===== src/sv/hccq_pkg.sv =====
package hccq_pkg;

    localparam int MAX_W   = 31;   // max_value register width
    localparam int GRID_W  = 11;   // grid_size register width
    localparam int IDX_W   = 10;   // row / column index width
    localparam int COORD_W = 14;   // vertex coordinate width
    localparam int CH_W    = 8;    // colour channel width
    localparam int Q_BITS  = 16;   // fraction bits of value / max_value
    localparam int F_W     = 15;   // position inside one colour segment, 0..SEG_LEN

    localparam logic [F_W-1:0]     SEG_LEN    = 15'd16384;
    localparam logic [Q_BITS:0]    Q_ONE      = 17'h10000;
    localparam logic [CH_W-1:0]    CH_FULL    = 8'd255;
    localparam logic [CH_W-1:0]    CH_GREY    = 8'd238;
    localparam logic [COORD_W-1:0] CELL_PITCH = 14'd10;
    localparam logic [COORD_W-1:0] CELL_OFS   = 14'd1;
    localparam logic [COORD_W-1:0] QUAD_SIZE  = 14'd8;

    // Corner order of the two triangles, bit k belongs to vertex k
    localparam logic [5:0]         CORNER_DX  = 6'b011010;
    localparam logic [5:0]         CORNER_DY  = 6'b110100;
    localparam logic [2:0]         LAST_K     = 3'd5;

    typedef struct packed {
        logic [IDX_W-1:0]        cell_row;
        logic [IDX_W-1:0]        cell_col;
        logic signed [31:0]      cell_value;
    } t_in;

    typedef struct packed {
        logic [COORD_W-1:0] vertex_x;
        logic [COORD_W-1:0] vertex_y;
        logic [CH_W-1:0]    red;
        logic [CH_W-1:0]    green;
        logic [CH_W-1:0]    blue;
        logic [CH_W-1:0]    alpha;
        logic               last_vertex;
    } t_out;

    // Data that rides along the divider stages
    typedef struct packed {
        logic [COORD_W-1:0] x;
        logic [COORD_W-1:0] y;
        logic               grey;
        logic               clamp;
    } t_side;

    // One finished cell: origin corner and colour
    typedef struct packed {
        logic [COORD_W-1:0] x;
        logic [COORD_W-1:0] y;
        logic [CH_W-1:0]    red;
        logic [CH_W-1:0]    green;
        logic [CH_W-1:0]    blue;
    } t_pix;

endpackage


===== src/sv/hccq_div.sv =====
module hccq_div
    import hccq_pkg::*;
(
    input  logic             i_clk,
    input  logic             i_rst_n,
    input  logic             i_en,
    input  logic             i_vld,
    input  logic [MAX_W-1:0] i_mag,
    input  logic [MAX_W-1:0] i_div,
    input  t_side            i_side,
    output logic             o_vld,
    output logic [Q_BITS-1:0] o_quo,
    output t_side            o_side
);

    // One restoring step per stage; quotient bits enter from the right
    logic [MAX_W-1:0]  r_rem  [Q_BITS];
    logic [Q_BITS-1:0] r_quo  [Q_BITS];
    t_side             r_side [Q_BITS];
    logic [Q_BITS-1:0] r_vld;

    for (genvar s = 0; s < Q_BITS; s++) begin : g_step
        logic [MAX_W-1:0]  w_rem_in;
        logic [Q_BITS-1:0] w_quo_in;
        t_side             w_side_in;
        logic              w_vld_in;
        logic [MAX_W:0]    w_trial;
        logic              w_ge;

        if (s == 0) begin : g_first
            assign w_rem_in  = i_mag;
            assign w_quo_in  = '0;
            assign w_side_in = i_side;
            assign w_vld_in  = i_vld;
        end else begin : g_next
            assign w_rem_in  = r_rem[s-1];
            assign w_quo_in  = r_quo[s-1];
            assign w_side_in = r_side[s-1];
            assign w_vld_in  = r_vld[s-1];
        end

        assign w_trial = {w_rem_in, 1'b0};
        assign w_ge    = w_trial >= {1'b0, i_div};

        always_ff @(posedge i_clk) begin
            if (!i_rst_n) begin
                r_vld[s] <= 1'b0;
            end else if (i_en) begin
                r_vld[s] <= w_vld_in;
            end
        end

        always_ff @(posedge i_clk) begin
            if (i_en) begin
                r_rem[s]  <= w_ge ? MAX_W'(w_trial - {1'b0, i_div}) : MAX_W'(w_trial);
                r_quo[s]  <= {w_quo_in[Q_BITS-2:0], w_ge};
                r_side[s] <= w_side_in;
            end
        end
    end

    assign o_vld  = r_vld[Q_BITS-1];
    assign o_quo  = r_quo[Q_BITS-1];
    assign o_side = r_side[Q_BITS-1];

endmodule


===== src/sv/hccq_colour.sv =====
module hccq_colour
    import hccq_pkg::*;
(
    input  logic              i_clk,
    input  logic              i_rst_n,
    input  logic              i_en,
    input  logic              i_vld,
    input  logic [Q_BITS-1:0] i_quo,
    input  t_side             i_side,
    output logic              o_vld,
    output t_pix              o_pix
);

    logic [Q_BITS:0]  w_ratio;
    logic [1:0]       w_seg;
    logic [F_W-1:0]   w_f;
    logic [F_W-1:0]   w_t;
    logic [F_W+6:0]   w_prod;
    logic [CH_W-1:0]  w_ramp;
    t_pix             w_pix;
    logic             r_vld;
    t_pix             r_pix;

    always_comb begin
        w_ratio = i_side.clamp ? Q_ONE : {1'b0, i_quo};
        // Full scale sits at the top end of the last segment
        if (w_ratio[Q_BITS]) begin
            w_seg = 2'd3;
            w_f   = SEG_LEN;
        end else begin
            w_seg = w_ratio[Q_BITS-1:Q_BITS-2];
            w_f   = {1'b0, w_ratio[Q_BITS-3:0]};
        end
        // Odd segments fall, even ones rise
        w_t    = w_seg[0] ? F_W'(SEG_LEN - w_f) : w_f;
        w_prod = (F_W+7)'({w_t, 8'b0} - {8'b0, w_t});
        w_ramp = w_prod[F_W+6:F_W-1];

        w_pix.x = i_side.x;
        w_pix.y = i_side.y;
        unique case (w_seg)
            2'd0: begin
                w_pix.red = '0;      w_pix.green = w_ramp;  w_pix.blue = CH_FULL;
            end
            2'd1: begin
                w_pix.red = '0;      w_pix.green = CH_FULL; w_pix.blue = w_ramp;
            end
            2'd2: begin
                w_pix.red = w_ramp;  w_pix.green = CH_FULL; w_pix.blue = '0;
            end
            default: begin
                w_pix.red = CH_FULL; w_pix.green = w_ramp;  w_pix.blue = '0;
            end
        endcase
        if (i_side.grey) begin
            w_pix.red   = CH_GREY;
            w_pix.green = CH_GREY;
            w_pix.blue  = CH_GREY;
        end
    end

    always_ff @(posedge i_clk) begin
        if (!i_rst_n) begin
            r_vld <= 1'b0;
        end else if (i_en) begin
            r_vld <= i_vld;
        end
    end

    always_ff @(posedge i_clk) begin
        if (i_en) begin
            r_pix <= w_pix;
        end
    end

    assign o_vld = r_vld;
    assign o_pix = r_pix;

endmodule


===== src/sv/hccq_vtx.sv =====
module hccq_vtx
    import hccq_pkg::*;
(
    input  logic i_clk,
    input  logic i_rst_n,
    input  logic i_vld,
    input  t_pix i_pix,
    output logic o_take,
    output logic o_out_valid,
    input  logic i_out_ready,
    output t_out o_out
);

    logic       r_have;
    logic [2:0] r_k;
    t_pix       r_pix;
    logic       r_out_vld;
    t_out       r_out;
    logic       w_load;
    logic       w_done;
    t_out       w_vtx;

    assign w_load = r_have && (!r_out_vld || i_out_ready);
    assign w_done = w_load && (r_k == LAST_K);
    assign o_take = !r_have || w_done;

    always_comb begin
        w_vtx.vertex_x    = r_pix.x + (CORNER_DX[r_k] ? QUAD_SIZE : '0);
        w_vtx.vertex_y    = r_pix.y + (CORNER_DY[r_k] ? QUAD_SIZE : '0);
        w_vtx.red         = r_pix.red;
        w_vtx.green       = r_pix.green;
        w_vtx.blue        = r_pix.blue;
        w_vtx.alpha       = CH_FULL;
        w_vtx.last_vertex = (r_k == LAST_K);
    end

    always_ff @(posedge i_clk) begin
        if (!i_rst_n) begin
            r_have    <= 1'b0;
            r_k       <= '0;
            r_out_vld <= 1'b0;
        end else begin
            if (o_take) begin
                r_have <= i_vld;
                r_k    <= '0;
            end else if (w_load) begin
                r_k    <= r_k + 3'd1;
            end
            if (w_load) begin
                r_out_vld <= 1'b1;
            end else if (i_out_ready) begin
                r_out_vld <= 1'b0;
            end
        end
    end

    always_ff @(posedge i_clk) begin
        if (o_take && i_vld) begin
            r_pix <= i_pix;
        end
        if (w_load) begin
            r_out <= w_vtx;
        end
    end

    assign o_out_valid = r_out_vld;
    assign o_out       = r_out;

endmodule


===== src/sv/heatmap_cell_quad_colour_unit.sv =====
// Heatmap cell quad generator with jet false colour. Each accepted cell inside the configured
// grid yields six vertices (two triangles of an 8x8 square at col*10+1, row*10+1), all with
// the same colour and alpha 255; cells outside the grid are dropped at the input. A cell
// accepted passes an input register, sixteen one-bit stages of the value/max_value divider,
// a colour stage, the vertex sequencer and the output register before its first vertex shows.
// Cells enter at one per cycle while the pipeline has room; sustained throughput is set by the
// single output register, which carries one vertex per cycle while i_out_ready is high, six
// per cell. The user must write max_value and grid_size over the APB port only while no cell
// is in flight; the block does not enforce this. pready is tied high.
module heatmap_cell_quad_colour_unit
    import hccq_pkg::*;
#(
    parameter int GRID_MAX = 1024
) (
    input  logic        i_clk,
    input  logic        i_rst_n,
    input  logic        i_in_valid,
    output logic        o_in_ready,
    input  t_in         i_in_data,
    output logic        o_out_valid,
    input  logic        i_out_ready,
    output t_out        o_out_data,
    input  logic        psel,
    input  logic        penable,
    input  logic        pwrite,
    input  logic [2:0]  paddr,
    input  logic [31:0] pwdata,
    output logic [31:0] prdata,
    output logic        pready
);

    localparam int LIM_W = $clog2(GRID_MAX + 1);
    localparam int CMP_W = (LIM_W > GRID_W) ? LIM_W : GRID_W;
    localparam logic REG_MAX_VALUE = 1'b0;
    localparam logic REG_GRID_SIZE = 1'b1;

    logic [MAX_W-1:0]  r_max_value;
    logic [GRID_W-1:0] r_grid_size;
    logic              w_reg_idx;
    logic              w_wr;

    logic [CMP_W-1:0]  w_grid;
    logic [CMP_W-1:0]  w_gmax;
    logic [CMP_W-1:0]  w_limit;
    logic              w_in_grid;
    logic              w_en;
    t_side             w_side;

    logic              r_s0_vld;
    logic [MAX_W-1:0]  r_s0_mag;
    t_side             r_s0_side;

    logic              w_div_vld;
    logic [Q_BITS-1:0] w_div_quo;
    t_side             w_div_side;
    logic              w_col_vld;
    t_pix              w_col_pix;
    logic              w_take;

    // Configuration registers
    assign w_reg_idx = paddr[2];
    assign w_wr      = psel && penable && pwrite && pready;
    assign pready    = 1'b1;

    always_ff @(posedge i_clk) begin
        if (!i_rst_n) begin
            r_max_value <= '0;
            r_grid_size <= '0;
        end else if (w_wr) begin
            unique case (w_reg_idx)
                REG_MAX_VALUE: r_max_value <= pwdata[MAX_W-1:0];
                REG_GRID_SIZE: r_grid_size <= pwdata[GRID_W-1:0];
                default: ;
            endcase
        end
    end

    always_comb begin
        unique case (w_reg_idx)
            REG_MAX_VALUE: prdata = 32'(r_max_value);
            REG_GRID_SIZE: prdata = 32'(r_grid_size);
            default:       prdata = '0;
        endcase
    end

    // Input stage: grid check, coordinates and the grey / full-scale decisions
    assign w_grid    = CMP_W'(r_grid_size);
    assign w_gmax    = CMP_W'(GRID_MAX);
    assign w_limit   = (w_grid > w_gmax) ? w_gmax : w_grid;
    assign w_in_grid = (CMP_W'(i_in_data.cell_row) < w_limit)
                    && (CMP_W'(i_in_data.cell_col) < w_limit);

    always_comb begin
        w_side.x     = COORD_W'(i_in_data.cell_col) * CELL_PITCH + CELL_OFS;
        w_side.y     = COORD_W'(i_in_data.cell_row) * CELL_PITCH + CELL_OFS;
        w_side.grey  = i_in_data.cell_value[31] || (i_in_data.cell_value == '0)
                    || (r_max_value == '0);
        w_side.clamp = i_in_data.cell_value[MAX_W-1:0] >= r_max_value;
    end

    // Input, divider and colour stages advance unless the colour stage holds a cell the sequencer won't take
    assign w_en       = w_take || !w_col_vld;
    assign o_in_ready = w_en;

    always_ff @(posedge i_clk) begin
        if (!i_rst_n) begin
            r_s0_vld <= 1'b0;
        end else if (w_en) begin
            r_s0_vld <= i_in_valid && w_in_grid;
        end
    end

    always_ff @(posedge i_clk) begin
        if (w_en) begin
            r_s0_mag  <= i_in_data.cell_value[MAX_W-1:0];
            r_s0_side <= w_side;
        end
    end

    hccq_div u_div (
        .i_clk   (i_clk),
        .i_rst_n (i_rst_n),
        .i_en    (w_en),
        .i_vld   (r_s0_vld),
        .i_mag   (r_s0_mag),
        .i_div   (r_max_value),
        .i_side  (r_s0_side),
        .o_vld   (w_div_vld),
        .o_quo   (w_div_quo),
        .o_side  (w_div_side)
    );

    hccq_colour u_colour (
        .i_clk   (i_clk),
        .i_rst_n (i_rst_n),
        .i_en    (w_en),
        .i_vld   (w_div_vld),
        .i_quo   (w_div_quo),
        .i_side  (w_div_side),
        .o_vld   (w_col_vld),
        .o_pix   (w_col_pix)
    );

    hccq_vtx u_vtx (
        .i_clk       (i_clk),
        .i_rst_n     (i_rst_n),
        .i_vld       (w_col_vld),
        .i_pix       (w_col_pix),
        .o_take      (w_take),
        .o_out_valid (o_out_valid),
        .i_out_ready (i_out_ready),
        .o_out       (o_out_data)
    );

    a_alpha_full: assert property (@(posedge i_clk) disable iff (!i_rst_n)
        o_out_valid |-> o_out_data.alpha == CH_FULL)
        else $error("alpha not full scale");

    a_jet_or_grey: assert property (@(posedge i_clk) disable iff (!i_rst_n)
        o_out_valid |-> (o_out_data.red == CH_FULL) || (o_out_data.green == CH_FULL)
            || (o_out_data.blue == CH_FULL)
            || ((o_out_data.red == CH_GREY) && (o_out_data.green == CH_GREY)
                && (o_out_data.blue == CH_GREY)))
        else $error("colour is neither on the jet map nor grey");

    a_quad_no_gap: assert property (@(posedge i_clk) disable iff (!i_rst_n)
        o_out_valid && i_out_ready && !o_out_data.last_vertex |=> o_out_valid)
        else $error("gap inside the vertices of one cell");

    a_reset_idle: assert property (@(posedge i_clk)
        !i_rst_n |=> !o_out_valid)
        else $error("output valid right after reset");

endmodule


===== config.mk =====
export PLATFORM = sky130hd
export DESIGN_NAME = heatmap_cell_quad_colour_unit
export DESIGN_NICKNAME = d
export VERILOG_FILES = /design/src/sv/hccq_pkg.sv /design/src/sv/hccq_div.sv /design/src/sv/hccq_colour.sv /design/src/sv/hccq_vtx.sv /design/src/sv/heatmap_cell_quad_colour_unit.sv
export SDC_FILE = /design/constraint.sdc
export NUM_CORES = 2
export LEC_CHECK = 0
export BUFFER_PORTS_ARGS = -buffer_cell sky130_fd_sc_hd__buf_4
export CAP_MARGIN = 20
export CORE_MARGIN = 2
export CORE_UTILIZATION = 58
export CTS_CLUSTER_DIAMETER = 80
export DETAILED_ROUTE_END_ITERATION = 16
export PLACE_DENSITY = 0.75
export SETUP_SLACK_MARGIN = 0.5
export SLEW_MARGIN = 10
export SYNTH_ARGS = -nofsm -noshare
export SYNTH_HDL_FRONTEND = slang
export SYNTH_SLANG_ARGS = --single-unit

===== constraint.sdc =====
create_clock -name i_clk -period 57.8 [get_ports i_clk]
set_input_delay 11.56 -clock i_clk [delete_from_list [all_inputs] [get_ports i_clk]]
set_output_delay 11.56 -clock i_clk [all_outputs]
set_load 0.01 [all_outputs]

======== Word level (Yosys, flattened, before mapping) ========
Memories as Yosys holds them, arrays and structs flattened. A register that Yosys moved wholly into a read port is not among the register bits.
Index checks and enable logic that the tools add are counted.
cells by class
  $mul .................................... 2
  order comparisons ....................... 21
  muxes and demuxes ....................... 35
  reduce and logical (&&, ||, !) cells .... 22
  $add $sub $neg .......................... 23
  eq/ne operators ......................... 3
  bitwise logic cells ..................... 2
operator list
  cell                    count
  $ge 32x31->1            16
  $mux 31                 16
  $sub 31x31->31          16
  $pmux 24 s3             1
  $pmux 32 s2             1
  $logic_not 32->1        1
  $ge 31x31->1            1
  $logic_not 31->1        1
  $mux 15                 2
  $add 14x1->14 const B   2
  $add 14x14->14          2
  $mul 10x3->13 const B   2
  $lt 10x11->1            2
  $sub 22x15->22          1
  $mux 17                 1
  $sub 15x15->15 const A  1
  $mux 3                  4
  $gt 11x11->1 const B    1
  $mux 11                 1
  $mux 4                  2
  $logic_and 1x1->1       7
  $mux 1                  6
  $logic_or 1x1->1        5
  $lt 3x4->1 const B      1
  other kinds (11)        15
storage, ports and cells
  logic and storage cells ................. 157
  register bits after elaboration ......... 283
  output and inout bits ................... 96
  memories kept ........................... 5
  input port bits ......................... 94
  memory bits (read-only) ................. 16
  memory bits (writable) .................. 1,232
memories
  memory           words  width  rd ports  clocked after memory_dff  wr ports  RTL line        source
  u_div.r_rem      16     31     15        0                         16        hccq_div.sv:17  logic [MAX_W-1:0] r_rem [Q_BITS];
  u_div.r_side     16     30     16        0                         16        hccq_div.sv:19  t_side r_side [Q_BITS];
  u_div.r_quo      16     16     16        0                         16        hccq_div.sv:18  logic [Q_BITS-1:0] r_quo [Q_BITS];
  (no name shown)  8      1      1         1                         0         hccq_vtx.sv:29  w_vtx.vertex_y = r_pix.y + (CORNER_DY[r_k] ? QUAD_SIZE : '0);
  (no name shown)  8      1      1         1                         0         hccq_vtx.sv:28  w_vtx.vertex_x = r_pix.x + (CORNER_DX[r_k] ? QUAD_SIZE : '0);

======== Longest topological paths before layout ========
  word-level depth ........................ 8
  depth in mapped cells ................... 19
  mapped depth without buffers ............ 16

======== Modules after synthesis ========
From an unflattened synthesis, not the netlist that was laid out.
unflattened totals
  cell total of the unflattened synthesis .. 6,282
  area, all modules ....................... 74,544.0 um2
modules (own cells, without submodules)
  module                         sequential area each (um2)  area an instance (um2)  times used  cells an instance
  hccq_div                       32,781.4                    61,881.8                1           5,228
  heatmap_cell_quad_colour_unit  2,632.5                     5,769.3                 1           580
  hccq_vtx                       3,293.2                     3,883.7                 1           200
  hccq_colour                    1,581.5                     3,009.1                 1           274

======== Worst setup path after synthesis ========
Ideal clock, no wire load.
  kind .................................... in2out
  start ................................... in i_out_ready
  end ..................................... out o_in_ready
  required time ........................... 46.240 ns
  arrival ................................. 43.450 ns
  buffers on the path ..................... 1
  slack ................................... 2.790 ns
  stages .................................. 5
  cells stage by stage .................... nor2b_1 o21a_1 and2_1 clkinv_1 clkbuf_1
between the ends
  word-level cells in the longest chain between the ends .. 5
RTL lines
  element            RTL line                              source
  from (decl)        heatmap_cell_quad_colour_unit.sv:21   input logic i_out_ready,
  $logic_or 1x1->1   hccq_vtx.sv:23                        assign w_load = r_have && (!r_out_vld || i_out_ready);
  $logic_and 1x1->1  hccq_vtx.sv:23
  $logic_and 1x1->1  hccq_vtx.sv:24                        assign w_done = w_load && (r_k == LAST_K);
  $logic_or 1x1->1   hccq_vtx.sv:25                        assign o_take = !r_have || w_done;
  $logic_or 1x1->1   heatmap_cell_quad_colour_unit.sv:102  assign w_en = w_take || !w_col_vld;
  to (decl)          heatmap_cell_quad_colour_unit.sv:18   output logic o_in_ready,
No other way between the ends.

======== Final worst setup path ========
Ends and elaborated chain as after synthesis.

==> flow_summary_export.csv <==
group,metric,value,unit
status,status,"finished clean",
final_layout,final_util,0.6503,
clock_network,cts_resized,0,
floorplan,core_area,0.1235,mm²
clock_network,clock_sinks,1326,
yosys,async_reset_ff_frac,0,
critical_path,crit_path_start_kind,"input port",
yosys,yosysSeqAreaShare,0.5433,
power,p_sw_frac,0.3668,
final_layout,drive_gt1_frac,0.1056,
timing,skew,0.06128,ns
clock_network,ctsHoldBuffers,0,
run,drv_cap,0,
critical_path,crit_type,"in -> out",
clock_network,cts_setup_buffers,0,
yosys,synth_flop_cell,"edfxtp_1",
clock_network,tritoncts.num_buffers,140,
clock_network,clk_path_buf_depth,3,
grt,grt_usage,0.2756,
timing,tns,0,ns
power,seqPwrFrac,0.362,
clock_network,cts_tree,"yes",
power,p_leak,30.37,nW
power,combPwrFrac,0.434,
timing,fin_crit_sh,0.4285,
final_layout,most-common-layout-cells,"1259 x edfxtp_1, 591 x ha_1, 546 x nand2_1",
floorplan,start_util,0.5836,
critical_path,critPathMaxStageDelay,0.32,ns
placed_design,pre_cts_slack,33.11,ns
critical_path,crit_family,"buffers and inverters",
timing,rsz0062_at_grt,"false",
floorplan,fp.dieH,356.5,µm
critical_path,cp_max_fo,56,
timing,hold_viol,0,
drt,ant_nets,0,
clock_network,cts-htree-levels,4,
drt,dr.pass1.iters,6,
power,clkPwrFrac,0.203,
power,vdd_ir_drop_max,0.00004944,V
final_layout,num-nets-final,7087,
critical_path,critPathBufInv,4,
yosys,synth_top_area_cell,"edfxtp_1",
yosys,synth_cell_types,90,
grt,grt_max_degree,163,
power,power.internal,2.805,mW
drt,routed_wl,176.1,mm
yosys,synthTopCellsByArea,"edfxtp_1 52%, ha_1 10%, a21oi_1 3.3%",
critical_path,worstPathRequired,46.24,ns
yosys,synth_edf_count,1259,
grt,grt_pass1_wl,271.3,mm
grt,antenna_found_initial,5,
drt,drtIter0Drc,4229,
critical_path,crit_slowest_cell,"nor2b_1",
final_layout,final_common_cell,"edfxtp_1",
floorplan,dieArea,0.1271,mm²
drt,via_per_inst,6.093,
yosys,ys_ff_latch,1326,
power,powerDensity,55.18,mW/mm²
clock_network,clock-root-buffer,"clkbuf_16",
yosys,syn_avg_cell_area,11.74,µm²
placed_design,port_buffers,174,
timing,finalMaxSlewViolations,0,
floorplan,ios,190,
yosys,yosys_warnings,0,
yosys,syn_inst,6137,
critical_path,cp-end-kind,"output port",
timing,clock.fmax,40.38,MHz
worst_hold_path,hold_class,"reg -> reg",
placed_design,gp_congestion,0.9408,
yosys,netlist.area_leader.share,0.5246,
placed_design,dp_hpwl,118.1,mm
final_layout,num-fill-cells,9073,
critical_path,crit_arrival,13.21,ns
timing,finalSetupViolCount,0,
grt,grt_pass1_vias,48210,
critical_path,crit_top_cell,"buf_4",
yosys,synth_area,0.07206,mm²
floorplan,rows,129,
timing,max_slew_margin,0.3202,
clock_network,clock_latency,0.81,ns
floorplan,die_w,356.5,µm
clock_network,clk_pin_slew,0.06,ns
drt,drc,0,
timing,finalCriticalPeriod,24.77,ns
power,p_switching,1.625,mW
drt,vias,49580,
critical_path,crit_chain,"buf_4, nor2b_1, o21a_1, and2_1, buf_4, inv_8, buf_4",
final_layout,syn_to_final_growth,11.42,%
drt,wl_per_cell,21.65,µm
timing,timing.final.ws_setup,33.03,ns
timing,tightest_slew,1.020,ns
grt,grt-ovfl-total,0,
==> final timing paths <==
path	startpoint	end	slack [ns]	cells past startpoint
min	u_div.r_side[0][91]	u_div.r_side[0][121]	0.39	0
max	i_out_ready	o_in_ready	33.03	7
min reg2reg	u_div.r_side[0][91]	u_div.r_side[0][121]	0.39	0
max reg2reg	u_vtx.r_k[0]	u_div.r_side[1][129]	52.09	12
==> through the flow <==
step / std cells / total power, mW / area (µm²) / hold WS [ns]
finish: 8137 / 4.430 / 80290 / 0.3905
global route: 8136 / 4.725 / 80290 / 0.3963
CTS: 8131 / 4.426 / 80160 / 0.3825
detailed placement: 7875 / 3.497 / 75510 / 0.4045
global placement: 7875 / 3.448 / 75510 / 0.4001
floorplan: 6147 / 3.040 / 72100 / 0.4003
==> state kept, by name, indices dropped and copies added, names as in the netlist, named ones only <==
| signal | count |
|---|---|
| r_grid_size | 11 |
| r_max_value | 31 |
| r_s0_mag | 31 |
| r_s0_side | 28 |
| r_s0_vld | 1 |
| u_colour.o_pix | 50 |
| u_colour.o_vld | 1 |
| u_div.g_step.w_vld_in | 15 |
| u_div.o_vld | 1 |
| u_div.r_quo | 136 |
| u_div.r_rem | 465 |
| u_div.r_side | 448 |
| u_vtx.o_out | 51 |
| u_vtx.o_out_valid | 1 |
| u_vtx.r_have | 1 |
| u_vtx.r_k | 3 |
| u_vtx.r_pix | 50 |
==> logic make-up (layout without fill, tap and decap cells) <==
group,Yosys count,count (layout),share of synthesized area
AOI/OAI and AO/OA,1716,1716,0.1507
xor gates and xnor gates,420,420,0.05126
adders and majority gates,609,609,0.1075
buffers and inverters,339,691,0.01872
DFF,1326,1326,0.5433
muxes,167,167,0.02591
other,2,13,0.0001042
and+or+nand+nor,1558,1558,0.1025
==> Yosys cell counts (all sizes together), types with 12 or more instances <==
cell / number
o2111ai: 12
clkbuf: 116
and3: 39
nor2b: 72
nand3: 98
fa: 17
nor3b: 13
nor4: 32
or4: 12
a21o: 216
o21a: 92
nor2: 373
and4: 22
a21boi: 74
a211o: 16
o31a: 28
o21bai: 67
or3: 32
nand2: 546
inv: 182
xnor2: 253
and2: 27
nand4: 71
nor3: 77
xor2: 167
o211ai: 19
edfxtp: 1259
a2111oi: 17
or2: 27
a31oi: 45
a21oi: 478
a211oi: 53
mux2: 156
o21ai: 446
o31ai: 45
nand2b: 91
dfxtp: 67
buf: 39
ha: 591
a41oi: 13
==> power groups by stage <==
| stage | clock, mW | sequential (mW) | combinational (mW) |
|---|---|---|---|
| finish | 0.900 | 1.61 | 1.92 |
| global route | 0.953 | 1.63 | 2.15 |
| CTS | 0.917 | 1.60 | 1.91 |
| detailed placement | 0 | 1.62 | 1.88 |
| global placement | 0 | 1.60 | 1.84 |
| floorplan | 0 | 1.54 | 1.50 |
==> per-layer routing <==
| layer | share of wire | vias up | track usage |
|---|---|---|---|
| li1 | - | 23690 | - |
| met4 | 0.039 | 0 | 0.1132 |
| met5 | 0 | - | 0 |
| met3 | 0.059 | 413 | 0.04568 |
| met2 | 0.49 | 1580 | 0.4670 |
| met1 | 0.41 | 23900 | 0.3522 |
==> cell type report <==
type	count	area, µm²	area share
clock inverter	79	914.6	0.01139
inverter	184	698.2	0.008696
multi-input combinational	4482	31760	0.3955
clock buffer	177	3734	0.04650
timing repair buffer	251	1989	0.02478
sequential	1326	39150	0.4876
antenna	1	2.502	0.00003117
tap	1637	2048	0.02551
Power figures use the tool's default switching activity.
